`config.mk`:
```
export PLATFORM = sky130hd
export DESIGN_NAME = uart_baud_divisor_search_core
export DESIGN_NICKNAME = d
export VERILOG_FILES = /design/src/uart_bds_pkg.sv /design/src/uart_bds_div.sv /design/src/uart_bds_ctrl.sv /design/src/uart_baud_divisor_search_core.sv
export SDC_FILE = /design/constraint.sdc
export NUM_CORES = 2
export LEC_CHECK = 0
export ABC_CLOCK_PERIOD_IN_PS = 11750
export BUFFER_PORTS_ARGS = -buffer_cell sky130_fd_sc_hd__buf_2
export CORE_MARGIN = 4
export CORE_UTILIZATION = 55
export CTS_CLUSTER_SIZE = 40
export DETAILED_ROUTE_END_ITERATION = 7
export PLACE_DENSITY = 0.71
export SLEW_MARGIN = 30
export SYNTH_ARGS = -nofsm -noshare
export SYNTH_HDL_FRONTEND = slang
export SYNTH_HIERARCHICAL = 1
export SYNTH_SLANG_ARGS = --single-unit
```
`constraint.sdc`:
```
create_clock -name clk -period 11.75 [get_ports clk]
set_clock_uncertainty 0.05 [all_clocks]
set_input_delay 0.5875 -clock clk [delete_from_list [all_inputs] [get_ports clk]]
set_output_delay 0.5875 -clock clk [all_outputs]
set_load 0.05 [all_outputs]
```
`src/uart_bds_pkg.sv`:
```
package uart_bds_pkg;

	localparam int CLK_W  = 30;
	localparam int BAUD_W = 22;
	localparam int DIVR_W = 8;
	localparam int GEN_W  = 32;

	// The shared divider works on words of this width.
	localparam int DIV_W = 32;
	localparam int CNT_W = $clog2(DIV_W + 1);

	localparam logic [DIVR_W-1:0] DIVIDER_LIMIT = 8'd255;
	localparam logic [DIVR_W-1:0] FIRST_DIVIDER = 8'd4;

	localparam logic [CLK_W-1:0]  CLK_RESET     = 30'd125000000;
	localparam logic [CLK_W-1:0]  SLOW_CLOCK_HZ = 30'd1000000;
	localparam logic [BAUD_W-1:0] SLOW_BAUD_CAP = 22'd4800;

	localparam logic [GEN_W-1:0] GEN_MIN = 32'd2;
	localparam logic [GEN_W-1:0] GEN_MAX = 32'd65535;

	localparam int ERR_W = 30;
	localparam int PCT_W = 37;
	localparam logic [PCT_W-1:0] PERCENT           = 37'd100;
	localparam logic [PCT_W-1:0] ERR_PERCENT_LIMIT = 37'd3;

	typedef enum logic [3:0] {
		ST_IDLE,
		ST_GEN_START,
		ST_GEN_WAIT,
		ST_CHECK,
		ST_ACH_START,
		ST_ACH_WAIT,
		ST_CMP,
		ST_NEXT,
		ST_FINISH
	} state_t;

	typedef struct packed {
		logic             start;
		logic [DIV_W-1:0] num;
		logic [DIV_W-1:0] den;
	} div_req_t;

	typedef struct packed {
		logic             done;
		logic [DIV_W-1:0] quot;
	} div_rsp_t;

	typedef struct packed {
		logic              load;
		logic [DIVR_W-1:0] divider;
		logic [CLK_W-1:0]  generator;
		logic              found;
	} res_t;

endpackage

```
`src/uart_bds_div.sv`:
```
module uart_bds_div (
	input  logic                  clk,
	input  logic                  arst_n,
	input  uart_bds_pkg::div_req_t req,
	output uart_bds_pkg::div_rsp_t rsp
);
	import uart_bds_pkg::*;

	logic [DIV_W-1:0] rem_q;
	logic [DIV_W-1:0] quo_q;
	logic [DIV_W-1:0] den_q;
	logic [CNT_W-1:0] cnt_q;
	logic             done_q;

	logic [DIV_W:0]   trial;
	logic [DIV_W:0]   diff;
	logic             qbit;

	// Restoring division, one quotient bit per cycle. The dividend shifts out
	// of quo_q at the top while quotient bits shift in at the bottom.
	assign trial = {rem_q, quo_q[DIV_W-1]};
	assign diff  = trial - {1'b0, den_q};
	assign qbit  = (trial >= {1'b0, den_q});

	always_ff @(posedge clk or negedge arst_n) begin
		if (!arst_n) begin
			cnt_q  <= '0;
			done_q <= 1'b0;
		end else if (req.start) begin
			cnt_q  <= CNT_W'(DIV_W);
			done_q <= 1'b0;
		end else if (cnt_q != '0) begin
			cnt_q  <= cnt_q - CNT_W'(1);
			done_q <= (cnt_q == CNT_W'(1));
		end else begin
			done_q <= 1'b0;
		end
	end

	always_ff @(posedge clk) begin
		if (req.start) begin
			rem_q <= '0;
			quo_q <= req.num;
			den_q <= req.den;
		end else if (cnt_q != '0) begin
			rem_q <= qbit ? diff[DIV_W-1:0] : trial[DIV_W-1:0];
			quo_q <= {quo_q[DIV_W-2:0], qbit};
		end
	end

	assign rsp.done = done_q;
	assign rsp.quot = quo_q;

endmodule

```
`src/uart_bds_ctrl.sv`:
```
module uart_bds_ctrl (
	input  logic                                clk,
	input  logic                                arst_n,
	input  logic                                start,
	input  logic [uart_bds_pkg::BAUD_W-1:0]     baud,
	input  logic [uart_bds_pkg::CLK_W-1:0]      clk_hz,
	input  logic                                out_free,
	output logic                                busy,
	output uart_bds_pkg::res_t                  res
);
	import uart_bds_pkg::*;

	state_t state_q;
	state_t state_d;

	logic [BAUD_W-1:0] baud_q;
	logic [DIVR_W-1:0] div_q;
	logic [GEN_W-1:0]  gen_q;
	logic [24:0]       prod_q;
	logic [ERR_W-1:0]  err_q;
	logic              hit_q;

	div_req_t div_req;
	div_rsp_t div_rsp;

	logic [8:0]        div_p1;
	logic [30:0]       den_gen;
	logic [DIV_W-1:0]  num_gen;
	logic              gen_ok;
	logic [PCT_W-1:0]  err_pct;
	logic [PCT_W-1:0]  err_lim;
	logic              err_ok;
	logic              last_div;

	uart_bds_div u_div (
		.clk    (clk),
		.arst_n (arst_n),
		.req    (div_req),
		.rsp    (div_rsp)
	);

	assign div_p1   = {1'b0, div_q} + 9'd1;
	assign den_gen  = 31'(baud_q) * 31'(div_p1);
	// Adding half the denominator rounds the quotient to nearest, halves up.
	assign num_gen  = DIV_W'(clk_hz) + DIV_W'(den_gen >> 1);
	assign gen_ok   = (gen_q >= GEN_MIN) && (gen_q <= GEN_MAX);
	// floor(err*100/baud) < 3 holds exactly when err*100 < 3*baud.
	assign err_pct  = PCT_W'(err_q) * PERCENT;
	assign err_lim  = PCT_W'(baud_q) * ERR_PERCENT_LIMIT;
	assign err_ok   = (err_pct < err_lim);
	assign last_div = (div_p1 >= {1'b0, DIVIDER_LIMIT});

	always_comb begin
		state_d = state_q;
		case (state_q)
			ST_IDLE: begin
				if (start) begin
					if (baud == '0)
						state_d = ST_FINISH;
					else
						state_d = ST_GEN_START;
				end
			end
			ST_GEN_START: state_d = ST_GEN_WAIT;
			ST_GEN_WAIT: begin
				if (div_rsp.done)
					state_d = ST_CHECK;
			end
			ST_CHECK: state_d = gen_ok ? ST_ACH_START : ST_NEXT;
			ST_ACH_START: state_d = ST_ACH_WAIT;
			ST_ACH_WAIT: begin
				if (div_rsp.done)
					state_d = ST_CMP;
			end
			ST_CMP: state_d = err_ok ? ST_FINISH : ST_NEXT;
			ST_NEXT: state_d = last_div ? ST_FINISH : ST_GEN_START;
			ST_FINISH: begin
				if (out_free)
					state_d = ST_IDLE;
			end
			default: state_d = ST_IDLE;
		endcase
	end

	always_comb begin
		div_req.start = 1'b0;
		div_req.num   = num_gen;
		div_req.den   = DIV_W'(den_gen);
		res.load      = 1'b0;
		case (state_q)
			ST_GEN_START: div_req.start = 1'b1;
			ST_ACH_START: begin
				div_req.start = 1'b1;
				div_req.num   = DIV_W'(clk_hz);
				div_req.den   = DIV_W'(prod_q);
			end
			ST_FINISH: res.load = out_free;
			default: ;
		endcase
	end

	assign busy          = (state_q != ST_IDLE);
	assign res.divider   = hit_q ? div_q : DIVIDER_LIMIT;
	assign res.generator = gen_q[CLK_W-1:0];
	assign res.found     = hit_q;

	always_ff @(posedge clk or negedge arst_n) begin
		if (!arst_n) begin
			state_q <= ST_IDLE;
			hit_q   <= 1'b0;
		end else begin
			state_q <= state_d;
			if (state_q == ST_IDLE && start)
				hit_q <= 1'b0;
			else if (state_q == ST_CMP && err_ok)
				hit_q <= 1'b1;
		end
	end

	always_ff @(posedge clk) begin
		case (state_q)
			ST_IDLE: begin
				if (start) begin
					if (clk_hz < SLOW_CLOCK_HZ && baud > SLOW_BAUD_CAP)
						baud_q <= SLOW_BAUD_CAP;
					else
						baud_q <= baud;
					div_q <= FIRST_DIVIDER;
					gen_q <= '0;
				end
			end
			ST_GEN_WAIT: begin
				if (div_rsp.done)
					gen_q <= div_rsp.quot;
			end
			ST_CHECK: prod_q <= 25'(gen_q[15:0]) * 25'(div_p1);
			ST_ACH_WAIT: begin
				if (div_rsp.done) begin
					if ({10'd0, baud_q} > div_rsp.quot)
						err_q <= ERR_W'({10'd0, baud_q} - div_rsp.quot);
					else
						err_q <= ERR_W'(div_rsp.quot - {10'd0, baud_q});
				end
			end
			ST_NEXT: begin
				if (!last_div)
					div_q <= div_p1[DIVR_W-1:0];
			end
			default: ;
		endcase
	end

endmodule

```
`src/uart_baud_divisor_search_core.sv`:
```
// UART baud divisor search.
// A transaction on the request channel (req_valid, req_stall, requested_baud)
// starts a search for a divider and generator pair that brings the master
// clock within three percent of the requested baud rate. The result leaves on
// the result channel (res_valid, res_stall, divider, generator, found).
// The master clock frequency is written through cfg_we / cfg_wdata; the user
// must write it only while the block is idle (the block does not enforce it).
// A divider whose generator is in range costs two divisions, a skipped one
// costs one, all on the one shared restoring divider. A full search runs
// over all 251 dividers; a zero request gets its result with no division.
// req_stall is high while a search runs. A finished result sits in the output
// register, so a new request is taken while the old result still waits; if
// the receiver stalls and that search ends too, the block holds its result
// and takes no further request until the output register frees.
// Reset clears both channels and loads the master clock with 125 MHz.
module uart_baud_divisor_search_core (
	input  logic                               clk,
	input  logic                               arst_n,
	input  logic                               cfg_we,
	input  logic [uart_bds_pkg::CLK_W-1:0]     cfg_wdata,
	input  logic                               req_valid,
	output logic                               req_stall,
	input  logic [uart_bds_pkg::BAUD_W-1:0]    requested_baud,
	output logic                               res_valid,
	input  logic                               res_stall,
	output logic [uart_bds_pkg::DIVR_W-1:0]    divider,
	output logic [uart_bds_pkg::CLK_W-1:0]     generator,
	output logic                               found
);
	import uart_bds_pkg::*;

	logic [CLK_W-1:0]  master_clock_q;
	logic              res_valid_q;
	logic [DIVR_W-1:0] divider_q;
	logic [CLK_W-1:0]  generator_q;
	logic              found_q;

	logic busy;
	logic out_free;
	logic start;
	res_t res;

	assign out_free = !res_valid_q || !res_stall;
	assign start    = req_valid && !busy;

	uart_bds_ctrl u_ctrl (
		.clk      (clk),
		.arst_n   (arst_n),
		.start    (start),
		.baud     (requested_baud),
		.clk_hz   (master_clock_q),
		.out_free (out_free),
		.busy     (busy),
		.res      (res)
	);

	always_ff @(posedge clk or negedge arst_n) begin
		if (!arst_n) begin
			master_clock_q <= CLK_RESET;
			res_valid_q    <= 1'b0;
		end else begin
			if (cfg_we)
				master_clock_q <= cfg_wdata;
			if (res.load)
				res_valid_q <= 1'b1;
			else if (!res_stall)
				res_valid_q <= 1'b0;
		end
	end

	always_ff @(posedge clk) begin
		if (res.load) begin
			divider_q   <= res.divider;
			generator_q <= res.generator;
			found_q     <= res.found;
		end
	end

	assign req_stall = busy;
	assign res_valid = res_valid_q;
	assign divider   = divider_q;
	assign generator = generator_q;
	assign found     = found_q;

endmodule

```
==> metrics.cfg <==
[clock_network]
hold_buffers=0
cts-buffers-inserted=36
cts_tree=yes
clk_latency_ns=0.58
cts_resized=0
htreeDepth=2
cts.sink_count=295
post_cts_buffers=0
cts.path.max_buffers=3
cts_root_buf=clkbuf_16
cts.clk_slew.worst_paths_ns=0.06

[logic_synthesis]
yosys-top-cells-count=inv_1, nand2_1, ha_1, fa_1, nor2_1
synth_edf_count=220
ys_ff_latch=295
yosys_warnings=6
synth_most_common_cell=inv_1
mappedNetlistArea_um2=33500
synth_top_area_share_pct=19.7
netlist_instances=3689
synthTopCellsByArea=edfxtp_1, fa_1, ha_1
ys.flop_type=edfxtp_1
async_reset_ff_share_pct=14.6
syn_area_per_cell_um2=9.07
ys_types=94
yosys.area.top_type=edfxtp_1
ys_seq_area_share_pct=24.9

[critical_path]
regToRegSetupSlack_ns=2.88
slowest_delay_ns=0.65
critPathRequiredTime_ns=12.01
crit_start=u_ctrl/div_q[0]$_SDFFCE_PP0P_
rr_endpoint=u_ctrl/u_div/quo_q[29]$_DFFE_PP_
worst_path_max_delay_cell=edfxtp_1
path_max_fanout=23
ff2ff_path_depth=30
critPathCaptureType=flop
cp.arrival_ns=9.14
critical_path.most_common_cell=fa_1
reg2reg_from=u_ctrl/div_q[0]$_SDFFCE_PP0P_
worst-setup-path-type=flop to flop
start_kind=flop

[timing]
finalHoldViolCount=0
setup_violations=0
rsz0062_at_grt=false
worstMarginPinSlew_ns=0.862
tns_ns=0
post-route-period-util_pct=75.5
fmax_ghz=0.113
maxSlewHeadroom_pct=42.0
finalCriticalPeriod_ns=8.87
drv_slew=0

[drt]
drc_errors=0
drtPass1Iterations=5
drt_iter0_markers=2398
ant_nets=0
routed_wl_um=88500
vias=25800
via_per_inst=5.76
post_drt_wl_per_cell_um=19.7

[floorplan]
core-area_um2=60200
fp.dieW_um=255
fp.dieH_um=255
die_area_um2=64900
io_pins=98
rows=90
start_util_pct=55.5

[place]
gp_congestion=0.943
portBuffers=97
dp.final_hpwl_um=67900

[job]
maxCapViolCount=0

[hold_path]
hold_class=input port to async pin

[layout]
nets=4350
syn_to_final_growth_pct=6.67
drive_gt1_share_pct=8.78
n_antenna_cell=0

[global_route]
globalRouteOverflowTotal=0
antenna_found_initial=0
grt_max_degree=58
grt_pass1_wl_um=140000
grt_util_all_layers_pct=27.4
grt_pass1_vias=25400

[run_status]
status=finished, final reports clean

## metrics by stage
step | hold WS [ns] | cells | setup slack, ns | cell area (um^2) | utilization [%]
after CTS | 0.0848 | 4485 | 2.96 | 35700 | 59.3
after detailed placement | 0.389 | 4419 | 2.98 | 34400 | 57.1
after floorplan | 0.242 | 3690 | 3.46 | 33500 | -
after global placement | 0.385 | 4419 | 2.89 | 34400 | 57.0
after global routing | 0.105 | 4485 | 2.35 | 35700 | 59.3
final | 0.0714 | 4485 | 2.88 | 35700 | 59.3
## cells in the final DEF, fill, tap and decap left out, types with 96 or more instances in the layout
master    count
o21ai_0     121
and2_1      115
nor2_1      249
fa_1        270
a21oi_1     198
xnor2_1     110
buf_2        96
inv_1       523
ha_1        348
edfxtp_1    220
nand2_1     393
## flip-flops by register name (all words and copies together), names as in the netlist
| signal | flops |
|---|---|
| res_valid | 1 |
| u_ctrl/u_div/cnt_q | 6 |
| u_ctrl/u_div/quo_q | 32 |
| u_ctrl/u_div/rem_q | 32 |
| generator | 30 |
| master_clock_q | 30 |
| u_ctrl/prod_q | 25 |
| u_ctrl/u_div/done_q | 1 |
| u_ctrl/state_q | 4 |
| u_ctrl/u_div/den_q | 32 |
| u_ctrl/hit_q | 1 |
| divider | 8 |
| u_ctrl/div_q | 8 |
| u_ctrl/err_q | 30 |
| found | 1 |
| u_ctrl/gen_q | 32 |
| u_ctrl/baud_q | 22 |
## area by class of cell
type,count,area [um^2]
fillers,5273,24500
multi-input cells,2685,22400
flip-flops and latches,295,8340
inverters,526,1970
well taps,782,978
clock buffers,42,955
repair buffers,131,743
clock inverters,24,354
## per-layer routing
layer | vias up | global-route usage, % | routed length [um]
met3 | 166 | 6.98 | 8060
met5 | - | 0 | 0
li1 | 12300 | - | -
met1 | 12300 | 39.2 | 39300
met4 | 0 | 10.1 | 3740
met2 | 993 | 40.6 | 37300
## critical path: cells and delay by family (launching register included)
kind                     cells  cell delay, ns
AO/OA/AOI/OAI               13            3.04
buffers and inverters        3            0.16
AND/OR/NAND/NOR              3            0.43
XOR/XNOR                     3            0.97
flip-flops                   1            0.65
multiplexers                 1            0.28
adder cells (fa/ha/maj)      7            3.06
## cells by family (layout without fill, tap and decap cells)
group                    count (synthesis)  in the layout  share of synthesized area (%)
other                                    1              2                         0.0112
AND/OR/NAND/NOR                       1108           1108                           15.7
XOR/XNOR                               177            177                           4.63
multiplexers                            89             89                           3.28
AO/OA/AOI/OAI                          691            691                           13.7
flip-flops                             295            295                           24.9
buffers and inverters                  710            723                           8.57
adder cells (fa/ha/maj)                618            618                           29.2
## worst max-delay path by stage
| stage | endpoint | depth (start not counted) |
|---|---|---|
| 6_report | u_ctrl/u_div/quo_q[29]$_DFFE_PP_ | 30 |
| 5_1_grt | u_ctrl/u_div/quo_q[29]$_DFFE_PP_ | 31 |
| 4_1_cts | u_ctrl/u_div/quo_q[29]$_DFFE_PP_ | 30 |
| 3_5_place_dp | u_ctrl/u_div/quo_q[29]$_DFFE_PP_ | 30 |
| 3_3_place_gp | u_ctrl/u_div/quo_q[29]$_DFFE_PP_ | 30 |
| 2_1_floorplan | u_ctrl/u_div/quo_q[30]$_DFFE_PP_ | 33 |
Power is not shown: default switching activity piles up to over one toggle a cycle in this logic, so the estimate is an artifact.
